**src/polyproj_pkg.sv**
```systemverilog
// Shared widths, codes, controller/datapath command types and helpers of the projector.
package polyproj_pkg;

   localparam int COORD_W   = 32;
   localparam int TRIG_W    = 16;
   localparam int ZOOM_W    = 15;
   localparam int PIX_W     = 19;
   localparam int STATUS_W  = 3;
   localparam int CSR_IDX_W = 4;
   localparam int CSR_DAT_W = 32;

   localparam int DEF_SCREEN_WIDTH  = 1024;
   localparam int DEF_SCREEN_HEIGHT = 768;

   // Register indexes of the configuration port.
   localparam logic [CSR_IDX_W-1:0] CSR_COS_AZ = 4'd0;
   localparam logic [CSR_IDX_W-1:0] CSR_SIN_AZ = 4'd1;
   localparam logic [CSR_IDX_W-1:0] CSR_COS_EL = 4'd2;
   localparam logic [CSR_IDX_W-1:0] CSR_SIN_EL = 4'd3;
   localparam logic [CSR_IDX_W-1:0] CSR_PAN_X  = 4'd4;
   localparam logic [CSR_IDX_W-1:0] CSR_PAN_Y  = 4'd5;
   localparam logic [CSR_IDX_W-1:0] CSR_PAN_Z  = 4'd6;
   localparam logic [CSR_IDX_W-1:0] CSR_ZOOM   = 4'd7;

   // Result status codes.
   localparam logic [STATUS_W-1:0] ST_INVALID = 3'd0;
   localparam logic [STATUS_W-1:0] ST_CULLED  = 3'd1;
   localparam logic [STATUS_W-1:0] ST_OFFSCR  = 3'd2;
   localparam logic [STATUS_W-1:0] ST_START   = 3'd3;
   localparam logic [STATUS_W-1:0] ST_SEGMENT = 3'd4;

   // Multiply sequence: eleven steps of the shared multiplier.
   localparam int STEP_W    = 4;
   localparam int MUL_STEPS = 11;
   localparam logic [STEP_W-1:0] STEP_RX_A  = 4'd0;
   localparam logic [STEP_W-1:0] STEP_RX_B  = 4'd1;
   localparam logic [STEP_W-1:0] STEP_RY_A  = 4'd2;
   localparam logic [STEP_W-1:0] STEP_RY_B  = 4'd3;
   localparam logic [STEP_W-1:0] STEP_CY_A  = 4'd4;
   localparam logic [STEP_W-1:0] STEP_CY_B  = 4'd5;
   localparam logic [STEP_W-1:0] STEP_CZ_A  = 4'd6;
   localparam logic [STEP_W-1:0] STEP_CZ_B  = 4'd7;
   localparam logic [STEP_W-1:0] STEP_NX    = 4'd8;
   localparam logic [STEP_W-1:0] STEP_NY    = 4'd9;
   localparam logic [STEP_W-1:0] STEP_FLUSH = 4'd10;

   // Divider: 60 dividend bits, one per cycle.
   localparam int DIV_BITS = 60;
   localparam int CNT_W    = $clog2(DIV_BITS + 2);

   localparam logic signed [39:0] CAM_DIST_Q16   = 40'sd524288;
   localparam logic signed [39:0] CULL_DEPTH_Q16 = -40'sd1310720;
   localparam logic signed [61:0] MARGIN_Q4      = 62'sd160000;
   localparam logic signed [61:0] PIX_MAX        = 62'sd262143;
   localparam logic signed [61:0] PIX_MIN        = -62'sd262144;

   typedef struct packed {
      logic              load;
      logic              mul_en;
      logic [STEP_W-1:0] mul_step;
      logic              div_start;
      logic              div_step;
      logic              div_store;
      logic              div_sel_y;
      logic              commit;
   } polyproj_cmd_type;

   typedef struct packed {
      logic point_ok;
      logic cull;
   } polyproj_sts_type;

   function automatic logic [PIX_W-1:0] sat_pix(input logic signed [61:0] v);
      logic signed [61:0] r;
      if (v > PIX_MAX)      r = PIX_MAX;
      else if (v < PIX_MIN) r = PIX_MIN;
      else                  r = v;
      return r[PIX_W-1:0];
   endfunction

   function automatic logic [COORD_W-1:0] sat_depth(input logic signed [38:0] v);
      logic signed [38:0] r;
      if (v > 39'sd2147483647)       r = 39'sd2147483647;
      else if (v < -39'sd2147483648) r = -39'sd2147483648;
      else                           r = v;
      return r[COORD_W-1:0];
   endfunction

endpackage

```
**src/polyproj_ifs.sv**
```systemverilog
// Valid/ready channel interfaces of the projector: request, response and register write.
interface polyproj_req_if import polyproj_pkg::*; ();
   logic                      valid;
   logic                      ready;
   logic signed [COORD_W-1:0] world_x;
   logic signed [COORD_W-1:0] world_y;
   logic signed [COORD_W-1:0] world_z;
   logic                      point_ok;
   logic                      curve_first;
   modport source (output valid, world_x, world_y, world_z, point_ok, curve_first,
                   input ready);
   modport sink   (input valid, world_x, world_y, world_z, point_ok, curve_first,
                   output ready);
endinterface

interface polyproj_rsp_if import polyproj_pkg::*; ();
   logic                      valid;
   logic                      ready;
   logic [STATUS_W-1:0]       status;
   logic signed [PIX_W-1:0]   from_x;
   logic signed [PIX_W-1:0]   from_y;
   logic signed [PIX_W-1:0]   to_x;
   logic signed [PIX_W-1:0]   to_y;
   logic signed [COORD_W-1:0] view_depth;
   modport source (output valid, status, from_x, from_y, to_x, to_y, view_depth,
                   input ready);
   modport sink   (input valid, status, from_x, from_y, to_x, to_y, view_depth,
                   output ready);
endinterface

interface polyproj_csr_if import polyproj_pkg::*; ();
   logic                 valid;
   logic                 ready;
   logic [CSR_IDX_W-1:0] index;
   logic [CSR_DAT_W-1:0] data;
   modport source (output valid, index, data, input ready);
   modport sink   (input valid, index, data, output ready);
endinterface

```
**src/polyproj_ctrl.sv**
```systemverilog
// Sequencer of the projector: multiply steps, two divisions and result handoff.
module polyproj_ctrl import polyproj_pkg::*; (
   input  logic             clock,
   input  logic             reset,
   input  logic             req_valid,
   output logic             req_ready,
   output logic             rsp_valid,
   input  logic             rsp_ready,
   output polyproj_cmd_type cmd,
   input  polyproj_sts_type sts
);

   typedef enum logic [4:0] {
      S_IDLE = 5'b00001,
      S_ROT  = 5'b00010,
      S_DIVX = 5'b00100,
      S_DIVY = 5'b01000,
      S_FIN  = 5'b10000
   } state_type;

   localparam logic [CNT_W-1:0] CNT_MUL_LAST = CNT_W'(MUL_STEPS - 1);
   localparam logic [CNT_W-1:0] CNT_DIV_LAST = CNT_W'(DIV_BITS + 1);

   state_type        state_ff, state_in;
   logic [CNT_W-1:0] cnt_ff, cnt_in;
   logic             out_valid_ff, out_valid_in;
   logic             req_fire;

   assign req_ready = (state_ff == S_IDLE);
   assign req_fire  = req_valid && req_ready;
   assign rsp_valid = out_valid_ff;

   always_comb begin
      state_in     = state_ff;
      cnt_in       = cnt_ff;
      cmd          = '0;
      cmd.mul_step = cnt_ff[STEP_W-1:0];
      out_valid_in = out_valid_ff && !rsp_ready;
      unique case (state_ff)
         S_IDLE: begin
            if (req_fire) begin
               cmd.load = 1'b1;
               cnt_in   = '0;
               state_in = S_ROT;
            end
         end
         S_ROT: begin
            cmd.mul_en = 1'b1;
            cnt_in     = cnt_ff + 1'b1;
            if (cnt_ff == CNT_MUL_LAST) begin
               cnt_in   = '0;
               state_in = (sts.point_ok && !sts.cull) ? S_DIVX : S_FIN;
            end
         end
         S_DIVX, S_DIVY: begin
            cmd.div_sel_y = (state_ff == S_DIVY);
            cnt_in        = cnt_ff + 1'b1;
            if (cnt_ff == '0) begin
               cmd.div_start = 1'b1;
            end else if (cnt_ff == CNT_DIV_LAST) begin
               cmd.div_store = 1'b1;
               cnt_in        = '0;
               state_in      = (state_ff == S_DIVX) ? S_DIVY : S_FIN;
            end else begin
               cmd.div_step = 1'b1;
            end
         end
         S_FIN: begin
            if (!out_valid_ff || rsp_ready) begin
               cmd.commit   = 1'b1;
               out_valid_in = 1'b1;
               state_in     = S_IDLE;
            end
         end
         default: state_in = S_IDLE;
      endcase
   end

   always_ff @(posedge clock) begin
      if (reset) begin
         state_ff     <= S_IDLE;
         cnt_ff       <= '0;
         out_valid_ff <= 1'b0;
      end else begin
         state_ff     <= state_in;
         cnt_ff       <= cnt_in;
         out_valid_ff <= out_valid_in;
      end
   end

   a_accept_starts_rot: assert property (@(posedge clock) disable iff (reset)
      req_fire |=> state_ff == S_ROT)
      else $error("accepted request did not start the multiply sequence");

   a_div_exclusive: assert property (@(posedge clock) disable iff (reset)
      !(cmd.div_start && cmd.div_step) && !(cmd.div_step && cmd.div_store))
      else $error("divider commands overlap");

   a_commit_valid: assert property (@(posedge clock) disable iff (reset)
      cmd.commit |=> rsp_valid)
      else $error("committed result not presented");

   a_commit_free: assert property (@(posedge clock) disable iff (reset)
      (rsp_valid && !rsp_ready) |-> !cmd.commit)
      else $error("result overwritten while stalled");

endmodule

```
**src/polyproj_dpath.sv**
```systemverilog
// Projector datapath: registers, shared multiplier, serial divider and result logic.
module polyproj_dpath import polyproj_pkg::*; #(
   parameter int SCREEN_WIDTH  = DEF_SCREEN_WIDTH,
   parameter int SCREEN_HEIGHT = DEF_SCREEN_HEIGHT
) (
   input  logic                      clock,
   input  logic                      reset,
   input  logic                      csr_we,
   input  logic [CSR_IDX_W-1:0]      csr_index,
   input  logic [CSR_DAT_W-1:0]      csr_data,
   input  logic signed [COORD_W-1:0] world_x,
   input  logic signed [COORD_W-1:0] world_y,
   input  logic signed [COORD_W-1:0] world_z,
   input  logic                      point_ok,
   input  logic                      curve_first,
   input  polyproj_cmd_type          cmd,
   output polyproj_sts_type          sts,
   output logic [STATUS_W-1:0]       status,
   output logic [PIX_W-1:0]          from_x,
   output logic [PIX_W-1:0]          from_y,
   output logic [PIX_W-1:0]          to_x,
   output logic [PIX_W-1:0]          to_y,
   output logic [COORD_W-1:0]        view_depth
);

   localparam logic signed [61:0] W8   = 62'(SCREEN_WIDTH * 8);
   localparam logic signed [61:0] H8   = 62'(SCREEN_HEIGHT * 8);
   localparam logic signed [61:0] WMAX = 62'(SCREEN_WIDTH * 16) + MARGIN_Q4;
   localparam logic signed [61:0] HMAX = 62'(SCREEN_HEIGHT * 16) + MARGIN_Q4;

   typedef enum logic [2:0] {OP_HOLD, OP_LOAD, OP_ADD, OP_SUB, OP_RSUB} op_type;
   typedef enum logic [2:0] {
      CAP_NONE, CAP_RX, CAP_RY, CAP_CY, CAP_CZ, CAP_NX, CAP_NY
   } cap_type;

   // Configuration registers.
   logic signed [TRIG_W-1:0]  cos_az_ff, sin_az_ff, cos_el_ff, sin_el_ff;
   logic signed [COORD_W-1:0] pan_x_ff, pan_y_ff, pan_z_ff;
   logic [ZOOM_W-1:0]         zoom_ff;

   // Vertex working registers.
   logic signed [32:0] tx_ff, ty_ff, tz_ff;
   logic               ok_ff, first_ff;
   logic signed [57:0] acc_ff;
   logic signed [35:0] rx_ff, ry_ff;
   logic signed [38:0] cy_ff, cz_ff;
   logic signed [54:0] nx_ff, ny_ff;

   // Divider registers.
   logic [59:0]        dvd_ff;
   logic [40:0]        rem_ff;
   logic               neg_ff;
   logic signed [60:0] qx_ff, qy_ff;

   // Line state.
   logic             pen_ff, pen_in;
   logic [PIX_W-1:0] prev_x_ff, prev_x_in, prev_y_ff, prev_y_in;

   // Result registers.
   logic [STATUS_W-1:0] status_ff, status_in;
   logic [PIX_W-1:0]    from_x_ff, from_x_in, from_y_ff, from_y_in;
   logic [PIX_W-1:0]    to_x_ff, to_x_in, to_y_ff, to_y_in;
   logic [COORD_W-1:0]  depth_ff, depth_in;

   logic signed [39:0] mul_a;
   logic signed [15:0] mul_b;
   logic signed [55:0] prod;
   op_type             op;
   cap_type            cap;
   logic signed [57:0] acc_in, rnd;
   logic signed [39:0] den;
   logic               cull;
   logic signed [59:0] t_val;
   logic [59:0]        t_mag;
   logic [40:0]        dd;
   logic [41:0]        sh, diff;
   logic               ge;
   logic signed [60:0] qpos, quot;
   logic signed [61:0] sx, sy;
   logic               offscr;

   always_ff @(posedge clock) begin
      if (reset) begin
         cos_az_ff <= 16'sd14189;
         sin_az_ff <= 16'sd8192;
         cos_el_ff <= 16'sd14849;
         sin_el_ff <= 16'sd6924;
         pan_x_ff  <= '0;
         pan_y_ff  <= '0;
         pan_z_ff  <= '0;
         zoom_ff   <= 15'd960;
      end else if (csr_we) begin
         unique case (csr_index)
            CSR_COS_AZ: cos_az_ff <= csr_data[TRIG_W-1:0];
            CSR_SIN_AZ: sin_az_ff <= csr_data[TRIG_W-1:0];
            CSR_COS_EL: cos_el_ff <= csr_data[TRIG_W-1:0];
            CSR_SIN_EL: sin_el_ff <= csr_data[TRIG_W-1:0];
            CSR_PAN_X:  pan_x_ff  <= csr_data;
            CSR_PAN_Y:  pan_y_ff  <= csr_data;
            CSR_PAN_Z:  pan_z_ff  <= csr_data;
            CSR_ZOOM:   zoom_ff   <= csr_data[ZOOM_W-1:0];
            default: ;
         endcase
      end
   end

   // Operand selection per multiply step.
   always_comb begin
      mul_a = '0;
      mul_b = '0;
      op    = OP_HOLD;
      cap   = CAP_NONE;
      unique case (cmd.mul_step)
         STEP_RX_A:  begin mul_a = 40'(tx_ff); mul_b = cos_az_ff; op = OP_LOAD; end
         STEP_RX_B:  begin mul_a = 40'(ty_ff); mul_b = sin_az_ff; op = OP_ADD; end
         STEP_RY_A:  begin
            mul_a = 40'(ty_ff); mul_b = cos_az_ff; op = OP_LOAD; cap = CAP_RX;
         end
         STEP_RY_B:  begin mul_a = 40'(tx_ff); mul_b = sin_az_ff; op = OP_SUB; end
         STEP_CY_A:  begin
            mul_a = 40'(tz_ff); mul_b = sin_el_ff; op = OP_LOAD; cap = CAP_RY;
         end
         STEP_CY_B:  begin mul_a = 40'(ry_ff); mul_b = cos_el_ff; op = OP_RSUB; end
         STEP_CZ_A:  begin
            mul_a = 40'(ry_ff); mul_b = sin_el_ff; op = OP_LOAD; cap = CAP_CY;
         end
         STEP_CZ_B:  begin mul_a = 40'(tz_ff); mul_b = cos_el_ff; op = OP_ADD; end
         STEP_NX:    begin
            mul_a = 40'(rx_ff); mul_b = $signed({1'b0, zoom_ff}); op = OP_LOAD;
            cap = CAP_CZ;
         end
         STEP_NY:    begin
            mul_a = 40'(cy_ff); mul_b = $signed({1'b0, zoom_ff}); op = OP_LOAD;
            cap = CAP_NX;
         end
         STEP_FLUSH: cap = CAP_NY;
         default: ;
      endcase
   end

   assign prod = mul_a * mul_b;
   assign rnd  = (acc_ff + 58'sd8192) >>> 14;

   always_comb begin
      unique case (op)
         OP_LOAD: acc_in = 58'(prod);
         OP_ADD:  acc_in = acc_ff + 58'(prod);
         OP_SUB:  acc_in = acc_ff - 58'(prod);
         OP_RSUB: acc_in = 58'(prod) - acc_ff;
         default: acc_in = acc_ff;
      endcase
   end

   assign den  = 40'(cz_ff) + CAM_DIST_Q16;
   assign cull = (40'(cz_ff) < CULL_DEPTH_Q16) || (den <= 40'sd0);
   assign sts.point_ok = ok_ff;
   assign sts.cull     = cull;

   // Rounded division: quotient = floor((16*n + den) / (2*den)).
   assign t_val = ((cmd.div_sel_y ? 60'(ny_ff) : 60'(nx_ff)) <<< 4) + 60'(den);
   assign t_mag = t_val[59] ? (~t_val + 60'd1) : t_val;
   assign dd    = {den[39:0], 1'b0};
   assign sh    = {rem_ff, dvd_ff[59]};
   assign diff  = sh - {1'b0, dd};
   assign ge    = (sh >= {1'b0, dd});
   assign qpos  = $signed({1'b0, dvd_ff});
   assign quot  = neg_ff ? -(qpos + 61'(rem_ff != '0)) : qpos;

   always_ff @(posedge clock) begin
      if (cmd.load) begin
         tx_ff    <= 33'(world_x) - 33'(pan_x_ff);
         ty_ff    <= 33'(world_y) - 33'(pan_y_ff);
         tz_ff    <= 33'(world_z) - 33'(pan_z_ff);
         ok_ff    <= point_ok;
         first_ff <= curve_first;
      end
      if (cmd.mul_en) begin
         acc_ff <= acc_in;
         unique case (cap)
            CAP_RX:  rx_ff <= rnd[35:0];
            CAP_RY:  ry_ff <= rnd[35:0];
            CAP_CY:  cy_ff <= rnd[38:0];
            CAP_CZ:  cz_ff <= rnd[38:0];
            CAP_NX:  nx_ff <= acc_ff[54:0];
            CAP_NY:  ny_ff <= acc_ff[54:0];
            default: ;
         endcase
      end
      if (cmd.div_start) begin
         dvd_ff <= t_mag;
         rem_ff <= '0;
         neg_ff <= t_val[59];
      end else if (cmd.div_step) begin
         rem_ff <= ge ? diff[40:0] : sh[40:0];
         dvd_ff <= {dvd_ff[58:0], ge};
      end
      if (cmd.div_store) begin
         if (cmd.div_sel_y) qy_ff <= quot;
         else               qx_ff <= quot;
      end
   end

   assign sx     = W8 + 62'(qx_ff);
   assign sy     = H8 - 62'(qy_ff);
   assign offscr = (sx < -MARGIN_Q4) || (sx > WMAX) || (sy < -MARGIN_Q4) || (sy > HMAX);

   always_comb begin
      pen_in    = pen_ff && !first_ff;
      prev_x_in = prev_x_ff;
      prev_y_in = prev_y_ff;
      status_in = ST_INVALID;
      from_x_in = '0;
      from_y_in = '0;
      to_x_in   = '0;
      to_y_in   = '0;
      depth_in  = '0;
      if (!ok_ff) begin
         pen_in = 1'b0;
      end else if (cull) begin
         status_in = ST_CULLED;
         pen_in    = 1'b0;
         depth_in  = sat_depth(cz_ff);
      end else begin
         depth_in  = sat_depth(cz_ff);
         to_x_in   = sat_pix(sx);
         to_y_in   = sat_pix(sy);
         prev_x_in = to_x_in;
         prev_y_in = to_y_in;
         if (offscr) begin
            status_in = ST_OFFSCR;
            pen_in    = 1'b0;
         end else if (pen_in) begin
            status_in = ST_SEGMENT;
            from_x_in = prev_x_ff;
            from_y_in = prev_y_ff;
         end else begin
            status_in = ST_START;
            pen_in    = 1'b1;
         end
      end
   end

   always_ff @(posedge clock) begin
      if (reset) begin
         pen_ff    <= 1'b0;
         prev_x_ff <= '0;
         prev_y_ff <= '0;
      end else if (cmd.commit) begin
         pen_ff    <= pen_in;
         prev_x_ff <= prev_x_in;
         prev_y_ff <= prev_y_in;
      end
   end

   always_ff @(posedge clock) begin
      if (cmd.commit) begin
         status_ff <= status_in;
         from_x_ff <= from_x_in;
         from_y_ff <= from_y_in;
         to_x_ff   <= to_x_in;
         to_y_ff   <= to_y_in;
         depth_ff  <= depth_in;
      end
   end

   assign status     = status_ff;
   assign from_x     = from_x_ff;
   assign from_y     = from_y_ff;
   assign to_x       = to_x_ff;
   assign to_y       = to_y_ff;
   assign view_depth = depth_ff;

endmodule

```
**src/polyline_perspective_projector.sv**
```systemverilog
// Top level of the polyline perspective projector: channels, controller and datapath.
// Each request on req_chan carries one 3-D polyline vertex in Q16.16 world units plus
// its point_ok and curve_first flags. Every request yields exactly one response on
// rsp_chan with a status code, the projected Q14.4 screen point, the previous point
// when a segment is drawn, and the camera depth.
// Configuration registers are written on csr_chan, which is always ready; write them
// only while no request is in flight. Indexes beyond the register list are ignored.
// A request runs the multiply sequence on the shared multiplier (azimuth and elevation
// rotation and zoom products), then two passes of the one-bit-per-cycle divider for
// the x and y perspective quotients, then a commit step that loads the response register.
// Invalid or depth-culled vertices skip the divider. A new request is accepted once
// the previous one has committed.
// The response sits in an output register, so a stalled receiver only holds the
// next request in its commit step until the register frees up.
// Reset is synchronous and active high; it restores the register defaults, lifts
// the pen and clears the previous screen point to zero.
module polyline_perspective_projector import polyproj_pkg::*; #(
   parameter int SCREEN_WIDTH  = DEF_SCREEN_WIDTH,
   parameter int SCREEN_HEIGHT = DEF_SCREEN_HEIGHT
) (
   input logic            clock,
   input logic            reset,
   polyproj_req_if.sink   req_chan,
   polyproj_rsp_if.source rsp_chan,
   polyproj_csr_if.sink   csr_chan
);

   polyproj_cmd_type cmd;
   polyproj_sts_type sts;

   // The register port never stalls; writes land in the datapath directly.
   assign csr_chan.ready = 1'b1;

   polyproj_ctrl u_ctrl (
      .clock     (clock),
      .reset     (reset),
      .req_valid (req_chan.valid),
      .req_ready (req_chan.ready),
      .rsp_valid (rsp_chan.valid),
      .rsp_ready (rsp_chan.ready),
      .cmd       (cmd),
      .sts       (sts)
   );

   polyproj_dpath #(
      .SCREEN_WIDTH  (SCREEN_WIDTH),
      .SCREEN_HEIGHT (SCREEN_HEIGHT)
   ) u_dpath (
      .clock       (clock),
      .reset       (reset),
      .csr_we      (csr_chan.valid),
      .csr_index   (csr_chan.index),
      .csr_data    (csr_chan.data),
      .world_x     (req_chan.world_x),
      .world_y     (req_chan.world_y),
      .world_z     (req_chan.world_z),
      .point_ok    (req_chan.point_ok),
      .curve_first (req_chan.curve_first),
      .cmd         (cmd),
      .sts         (sts),
      .status      (rsp_chan.status),
      .from_x      (rsp_chan.from_x),
      .from_y      (rsp_chan.from_y),
      .to_x        (rsp_chan.to_x),
      .to_y        (rsp_chan.to_y),
      .view_depth  (rsp_chan.view_depth)
   );

endmodule
```
**src/flat_wrapper.sv**
```systemverilog
// flat-port wrapper written by rule: the top's interface ports become plain ports
module polyline_perspective_projector_flat import polyproj_pkg::*;
#(
   parameter int SCREEN_WIDTH  = DEF_SCREEN_WIDTH,
   parameter int SCREEN_HEIGHT = DEF_SCREEN_HEIGHT
)
  (clock, reset, req_chan_valid, req_chan_world_x, req_chan_world_y, req_chan_world_z, req_chan_point_ok, req_chan_curve_first, req_chan_ready, rsp_chan_valid, rsp_chan_status, rsp_chan_from_x, rsp_chan_from_y, rsp_chan_to_x, rsp_chan_to_y, rsp_chan_view_depth, rsp_chan_ready, csr_chan_valid, csr_chan_index, csr_chan_data, csr_chan_ready);
  polyproj_req_if req_chan_i ();
  polyproj_rsp_if rsp_chan_i ();
  polyproj_csr_if csr_chan_i ();
  input logic clock;
  input logic reset;
  input wire logic [$bits(req_chan_i.valid)-1:0] req_chan_valid;
  input wire logic [$bits(req_chan_i.world_x)-1:0] req_chan_world_x;
  input wire logic [$bits(req_chan_i.world_y)-1:0] req_chan_world_y;
  input wire logic [$bits(req_chan_i.world_z)-1:0] req_chan_world_z;
  input wire logic [$bits(req_chan_i.point_ok)-1:0] req_chan_point_ok;
  input wire logic [$bits(req_chan_i.curve_first)-1:0] req_chan_curve_first;
  output wire logic [$bits(req_chan_i.ready)-1:0] req_chan_ready;
  output wire logic [$bits(rsp_chan_i.valid)-1:0] rsp_chan_valid;
  output wire logic [$bits(rsp_chan_i.status)-1:0] rsp_chan_status;
  output wire logic [$bits(rsp_chan_i.from_x)-1:0] rsp_chan_from_x;
  output wire logic [$bits(rsp_chan_i.from_y)-1:0] rsp_chan_from_y;
  output wire logic [$bits(rsp_chan_i.to_x)-1:0] rsp_chan_to_x;
  output wire logic [$bits(rsp_chan_i.to_y)-1:0] rsp_chan_to_y;
  output wire logic [$bits(rsp_chan_i.view_depth)-1:0] rsp_chan_view_depth;
  input wire logic [$bits(rsp_chan_i.ready)-1:0] rsp_chan_ready;
  input wire logic [$bits(csr_chan_i.valid)-1:0] csr_chan_valid;
  input wire logic [$bits(csr_chan_i.index)-1:0] csr_chan_index;
  input wire logic [$bits(csr_chan_i.data)-1:0] csr_chan_data;
  output wire logic [$bits(csr_chan_i.ready)-1:0] csr_chan_ready;
  assign req_chan_i.valid = req_chan_valid;
  assign req_chan_i.world_x = req_chan_world_x;
  assign req_chan_i.world_y = req_chan_world_y;
  assign req_chan_i.world_z = req_chan_world_z;
  assign req_chan_i.point_ok = req_chan_point_ok;
  assign req_chan_i.curve_first = req_chan_curve_first;
  assign req_chan_ready = req_chan_i.ready;
  assign rsp_chan_valid = rsp_chan_i.valid;
  assign rsp_chan_status = rsp_chan_i.status;
  assign rsp_chan_from_x = rsp_chan_i.from_x;
  assign rsp_chan_from_y = rsp_chan_i.from_y;
  assign rsp_chan_to_x = rsp_chan_i.to_x;
  assign rsp_chan_to_y = rsp_chan_i.to_y;
  assign rsp_chan_view_depth = rsp_chan_i.view_depth;
  assign rsp_chan_i.ready = rsp_chan_ready;
  assign csr_chan_i.valid = csr_chan_valid;
  assign csr_chan_i.index = csr_chan_index;
  assign csr_chan_i.data = csr_chan_data;
  assign csr_chan_ready = csr_chan_i.ready;
  polyline_perspective_projector #(.SCREEN_WIDTH(SCREEN_WIDTH), .SCREEN_HEIGHT(SCREEN_HEIGHT)) u_core (.clock(clock), .reset(reset), .req_chan(req_chan_i), .rsp_chan(rsp_chan_i), .csr_chan(csr_chan_i));
endmodule
```
**config.mk**
```make
export PLATFORM = sky130hd
export DESIGN_NAME = polyline_perspective_projector_flat
export DESIGN_NICKNAME = d
export VERILOG_FILES = /design/src/polyproj_pkg.sv /design/src/polyproj_ifs.sv /design/src/polyproj_ctrl.sv /design/src/polyproj_dpath.sv /design/src/polyline_perspective_projector.sv /design/src/flat_wrapper.sv
export SDC_FILE = /design/constraint.sdc
export NUM_CORES = 2
export LEC_CHECK = 0
export BUFFER_PORTS_ARGS = -buffer_cell sky130_fd_sc_hd__buf_4
export CAP_MARGIN = 10
export CORE_UTILIZATION = 70
export DETAILED_ROUTE_END_ITERATION = 10
export PLACE_DENSITY_LB_ADDON = 0.2
export SETUP_SLACK_MARGIN = 0.5
export SLEW_MARGIN = 20
export SYNTH_ARGS = -nofsm -noshare
export SYNTH_HDL_FRONTEND = slang
export SYNTH_HIERARCHICAL = 1
export SYNTH_SLANG_ARGS = --single-unit
```
**constraint.sdc**
```tcl
create_clock -name clock -period 17.16 [get_ports clock]
set_input_delay 4.29 -clock clock [delete_from_list [all_inputs] [get_ports clock]]
set_output_delay 4.29 -clock clock [all_outputs]
set_load 0.05 [all_outputs]
```
# [Word level (Yosys, flattened, before mapping)]
# Index checks and enable logic that the tools add are counted.
[word_totals] in_bits=139 latch_bits=0 wordCells=218 mem_bits_rw=0 regBits=980 mem_count=0 mem_bits_ro=0 out_inout_bits=114
[classes] bitwise_logic=5 div=0 n_reduce_logical=56 n_addsub=16 multipliers=1 muxes=48 n_lt_le_gt_ge=13 shift=0 eq_ne=39
[ops] cell="62-bit by 19-bit > comparator with 1-bit output (second input constant)" count=4
[ops] cell="62-bit by 19-bit less-than comparator with 1-bit output (second input constant)" count=4
[ops] cell="40-bit case mux with 6 select lines" count=1
[ops] cell="58-bit case mux with 4 select lines" count=1
[ops] cell="60-bit 2-to-1 mux" count=3
[ops] cell="32-bit by 32-bit subtractor with 33-bit output" count=3
[ops] cell="16-bit case mux with 5 select lines" count=1
[ops] cell="19-bit 2-to-1 mux" count=4
[ops] cell="15-bit by 61-bit adder with 62-bit output (first input constant)" count=1
[ops] cell="14-bit by 61-bit subtractor with 62-bit output (first input constant)" count=1
[ops] cell="60-bit by 1-bit adder with 61-bit output" count=1
[ops] cell="61-bit 2-to-1 mux" count=1
[ops] cell="61-bit negation" count=1
[ops] cell="60-bit by 1-bit adder with 60-bit output (second input constant)" count=1
[ops] cell="60-bit by 40-bit adder with 60-bit output" count=1
[ops] cell="60-bit NOT" count=1
[ops] cell="58-bit by 56-bit adder with 58-bit output" count=1
[ops] cell="56-bit by 58-bit subtractor with 58-bit output" count=1
[ops] cell="58-bit by 56-bit subtractor with 58-bit output" count=1
[ops] cell="40-bit by 16-bit multiplier with 56-bit output" count=1
[ops] cell="56-bit 2-to-1 mux" count=1
[ops] cell="53-bit by 15-bit adder with 53-bit output (second input constant)" count=1
[ops] cell="42-bit by 41-bit greater-or-equal comparator with 1-bit output" count=1
[ops] cell="41-bit 2-to-1 mux" count=1
[ops] cell="52 further kinds" count=141

# [Depth between registers and ports, before layout]
[depth] depth_word=10 depth_mapped=51 depth_no_buf=46

# [By module]
# The synthesis kept the hierarchy.
[by_module_without_submodules] module="polyproj_dpath" n_inst=1 cells_per_inst=9169 seq_area_each_um2=26425.3 area_each_um2=82982.1
[by_module_without_submodules] module="polyproj_ctrl" n_inst=1 cells_per_inst=102 seq_area_each_um2=240.2 area_each_um2=829.5
[by_module_without_submodules] module="polyline_perspective_projector" n_inst=1 cells_per_inst=2 seq_area_each_um2=0.0 area_each_um2=11.3

# [Least setup slack after synthesis]
# Ideal clock, no wire load.
[synth_path] kind="register to register" startpoint="register u_core.u_ctrl.cnt_ff[0]" endpoint="register u_core.u_dpath.acc_ff[54] (data pin)" t_required_ns=16.895 path_slack_ns=5.538 path_buffers=4 stages_incl_launch_ff=45 synth_period_minus_slack_ns=11.622 t_arrival_ns=11.357 setup_time_ns=0.265 cell_sequence="dfxtp_1 > buf_4 > clkbuf_1 > clkbuf_1 > buf_1 > mux2i_1 > o21ai_0 > a211oi_1 > nor2_1 > fa_1 > inv_1 > fa_1 > fa_1 > inv_1 > fa_1 > fa_1 > inv_1 > fa_1 > [9 not listed] > xor2_1 > ha_1 > a21oi_1 > o21ai_0 > nor3_1 > nand4_1 > o21ai_0 > or3b_1 > maj3_2 > a2111oi_2 > or4_1 > a311o_1 > o221ai_2 > maj3_2 > maj3_4 > a31oi_1 > a21oi_1 > or3_1"
[synth_between] elab_chain_cells=6 elab_cells_between_ends=33 classes_between="add/sub: 3; mul: 1; eq/ne: 13; mux: 4; reduce/logical: 12"
[synth_lines] element="from (decl)" line_no="polyproj_ctrl.sv:25" text="logic [CNT_W-1:0] cnt_ff, cnt_in;"
[synth_lines] element="from (signal assigned)" line_no="polyproj_ctrl.sv:86" text="cnt_ff <= cnt_in;"
[synth_lines] element="4-bit by 3-bit equality test with 1-bit output (tied with other cells)" line_no="polyproj_dpath.sv:113" text="unique case (cmd.mul_step)"
[synth_lines] element="2-bit OR reduction (no line)"
[synth_lines] element="40-bit case mux with 6 select lines or 16-bit case mux with 5 select lines (tied branches)" line_no="polyproj_dpath.sv:113"
[synth_lines] element="40-bit by 16-bit multiplier with 56-bit output" line_no="polyproj_dpath.sv:141" text="assign prod = mul_a * mul_b;"
[synth_lines] element="56-bit by 58-bit subtractor with 58-bit output (tied with other cells)" line_no="polyproj_dpath.sv:149" text="OP_RSUB: acc_in = 58'(prod) - acc_ff;"
[synth_lines] element="58-bit case mux with 4 select lines (*)" line_no="polyproj_dpath.sv:145" text="unique case (op)"
[synth_lines] element="via u_core.u_dpath.acc_in[54]" line_no="polyproj_dpath.sv:70" text="logic signed [57:0] acc_in, rnd;"
[synth_lines] element="to (signal assigned)" line_no="polyproj_dpath.sv:178" text="acc_ff <= acc_in;"
[synth_lines] element="to (decl)" line_no="polyproj_dpath.sv:44" text="logic signed [57:0] acc_ff;"
# Mark *: on every way through the listed nets, which the timed path passes. The rest lies on a longest branch.
# A chain may end at the register's enable or synchronous reset.

# [Worst setup path in the final report]
[layout_path] startpoint="register u_core.u_ctrl.cnt_ff[0]" endpoint="register u_core.u_dpath.acc_ff[46] (data pin)"
# The elaborated chain is that of the path after synthesis.

==> run summary <==
* 0.836 — share of the cycle needed by the critical path after routing
* 90800 um^2 — final instance area
* 9273 — Cells after Synth
* 977 — flip-flop and latch count after synthesis
* 3 — H-tree level count
* 348 um — width of the chip
* flip-flop — kind of start point of the critical path
* 71472 — via count of the first global-routing pass
* sky130_fd_sc_hd__nand2_1, sky130_fd_sc_hd__inv_1, sky130_fd_sc_hd__nor2_1 — Commonest cells post-synth
* 0.0894 ns — final worst clock skew
* 0 — number of pins exceeding their max-slew limit in the final report
* 0 — global route overflow
* 146 — largest net degree at the start of global routing
* 263000 um — total detailed-routing wirelength
* 83800 um^2 — post-synth design cell area
* 0 — quantity of gates resized following cts
* 251 — count of port buffers added during placement
* sky130_fd_sc_hd__edfxtp_1 — largest area contributor in the synthesized netlist
* 17.62 ns — data required time at the worst endpoint
* 9.04 um^2 — average size of a mapped cell
* 253 — I/O pin total
* 3 — buffer levels on the longest clock path
* flip-flop — type of element capturing the critical path
* 2.81 ns — Setup WS post-layout
* 0 — total of endpoints with negative setup slack in the final report
* 0 ns — sum of negative setup slack
* 710 — number of synthesized flops with an enable pin
* 6 — count of yosys warnings during synthesis
* 0 — post-CTS repair timing setup buffer count
* 6.50 — post-detailed-route via-to-cell ratio
* 10840 — number of placed cells counting well taps
* 48 — maximum fanout along the worst path
* 0 — Hold Vio Cnt, Final
* 8.34% — area added between synthesis and finish
* 23.8 um — post-DR wirelength/cell
* sky130_fd_sc_hd__nor2_1 — master of the slowest instance on the critical path
* 0.149 — tightest slew margin relative to the limit
* sky130_fd_sc_hd__edfxtp_1 — primary flip-flop cell chosen by synthesis mapping
* 0 — max-cap check violation count
* sky130_fd_sc_hd__nand2_1 — most used standard cell by instance count after synthesis
* no — RSZ-0062 raised after global routing
* 3.44 ns — worst slack at placement
* 0 — hold buffers post-CTS
* 197000 um — detailed placement HPWL
* 118000 um^2 — standard cell core area
* 87200 um^2 — instance area at placement
* sky130_fd_sc_hd__edfxtp_1, sky130_fd_sc_hd__fa_1, sky130_fd_sc_hd__ha_1 — Area contributors post-synth
* 0.95 ns — largest stage delay on the critical path
* 1.03 — routability-driven placement congestion ratio
* 977 — clock sink count
* flip-flop to flip-flop — class of the worst hold path
* 0 — FFs w/ async S/R, synth
* 0.708 — initial cell density of the core
* 7 — first drt pass iteration count
* 0.07 ns — clock transition at the registers of the reported paths
* 8 — antenna violations before repair
* 348 um — Die Y-Extent
* 8381 — starting DRC count in detailed routing
* 112 — count of cell types in the netlist
* 0.254 — area share of the largest cell type after synthesis
* 404000 um — wire length of the first global-routing pass
* 0.78 ns — latest clock arrival within the worst-skew pair
* 0 — Routed Antenna Nets
* 126 — number of core rows
* 1.27 ns — Worst Max-Slew Pin Slew
* 14.35 ns — final worst path period need
* 0.0797 — share of post-route cells with drive strength above 1
* sky130_fd_sc_hd__clkbuf_16 — Clk Tree Root Cell
* finished, final reports clean — outcome
* 121000 um^2 — total die area
* 10493 — Net Count, Synth
* flip-flop to flip-flop — worst setup path category
* 14.81 ns — Data arrival, critical path
* done — CTS tree
* 0 — DRC violation count after routing
* 102 — Inserted Clock Buffers
* 71814 — Vias
* 0.318 — sequential cell area fraction in the yosys report
* sky130_fd_sc_hd__fa_1 — most frequent CP cell
* 0.435 — Tot GR Track Use
* 11042 — post-route non-filler standard cell count
* 10566 — fin nets
* 69.7 MHz — peak clock frequency supported by timing
-- final cells by class --
| type | instances | area [um^2] |
|---|---|---|
| clock inverter | 77 | 872 |
| tap | 1600 | 2000 |
| inverter | 1043 | 3920 |
| fill | 8123 | 27600 |
| multi-input combinational | 6862 | 52000 |
| timing repair buffer | 360 | 2730 |
| clock buffer | 116 | 2620 |
| sequential | 977 | 26700 |
| antenna | 7 | 17.5 |
-- sequential cells by signal (all words and copies together) (netlist names), 36 cells and up --
name,count
u_core/u_dpath/acc_ff,55
u_core/u_dpath/cy_ff,39
u_core/u_dpath/cz_ff,39
u_core/u_dpath/dvd_ff,60
u_core/u_dpath/nx_ff,55
u_core/u_dpath/ny_ff,55
u_core/u_dpath/qx_ff,61
u_core/u_dpath/qy_ff,61
u_core/u_dpath/rem_ff,41
u_core/u_dpath/rx_ff,36
u_core/u_dpath/ry_ff,36
-- per-stage QoR --
step	util	hold WS, ns
2_1_floorplan	-	0.432
3_3_place_gp	0.737	0.441
3_5_place_dp	0.737	0.446
4_1_cts	0.766	0.454
5_1_grt	0.767	0.468
6_report	0.767	0.453
-- path summary, 6_finish.rpt --
path	start	to	slack, ns	cells after the start
hold reg to reg	u_core/u_dpath/pan_x_ff[28]	u_core/u_dpath/pan_x_ff[28]	0.45	2
setup reg to reg	u_core/u_ctrl/cnt_ff[0]	u_core/u_dpath/acc_ff[46]	2.81	43
setup / recovery	u_core/u_ctrl/cnt_ff[0]	u_core/u_dpath/acc_ff[46]	2.81	43
hold / removal	u_core/u_dpath/pan_x_ff[28]	u_core/u_dpath/pan_x_ff[28]	0.45	2
-- worst max-delay path: cells and delay by family (launching register included) --
family | cells | cell delay [ns]
flops | 1 | 0.31
fa+ha+maj | 11 | 5.13
buf+inv | 6 | 1.28
compound gates | 17 | 4.32
simple gates | 7 | 2.37
xor+xnor | 2 | 0.56
-- logic make-up after synthesis --
logic type / share of synthesized area
multiplexers: 0.0218
other: 0.0000447
flip-flops: 0.318
AO/OA/AOI/OAI: 0.160
adder cells (fa/ha/maj): 0.216
AND/OR/NAND/NOR: 0.160
buffers and inverters: 0.0655
XOR/XNOR: 0.0585
-- cell usage in the layout, fill, tap and decap left out, types with 193 or more instances in the layout --
cell type / instances
sky130_fd_sc_hd__inv_1: 1039
sky130_fd_sc_hd__edfxtp_1: 710
sky130_fd_sc_hd__ha_1: 490
sky130_fd_sc_hd__a21oi_1: 682
sky130_fd_sc_hd__fa_1: 591
sky130_fd_sc_hd__nand2_1: 1113
sky130_fd_sc_hd__a21o_1: 243
sky130_fd_sc_hd__xnor2_1: 353
sky130_fd_sc_hd__dfxtp_1: 264
sky130_fd_sc_hd__o21ai_0: 358
sky130_fd_sc_hd__nor2_1: 862
sky130_fd_sc_hd__buf_4: 357
sky130_fd_sc_hd__xor2_1: 193
-- routing by layer --
layer / share of wire / GRT usage / up-vias
met5: 0.000095 / 0 / -
met4: 0.091 / 0.336 / 4
met3: 0.10 / 0.0973 / 1160
met2: 0.46 / 0.704 / 4282
met1: 0.35 / 0.506 / 34332
li1: - / - / 32036
Power is left out: the tool's default activity adds up to more than one toggle a clock period on the data nets, which glitch-free logic cannot reach.
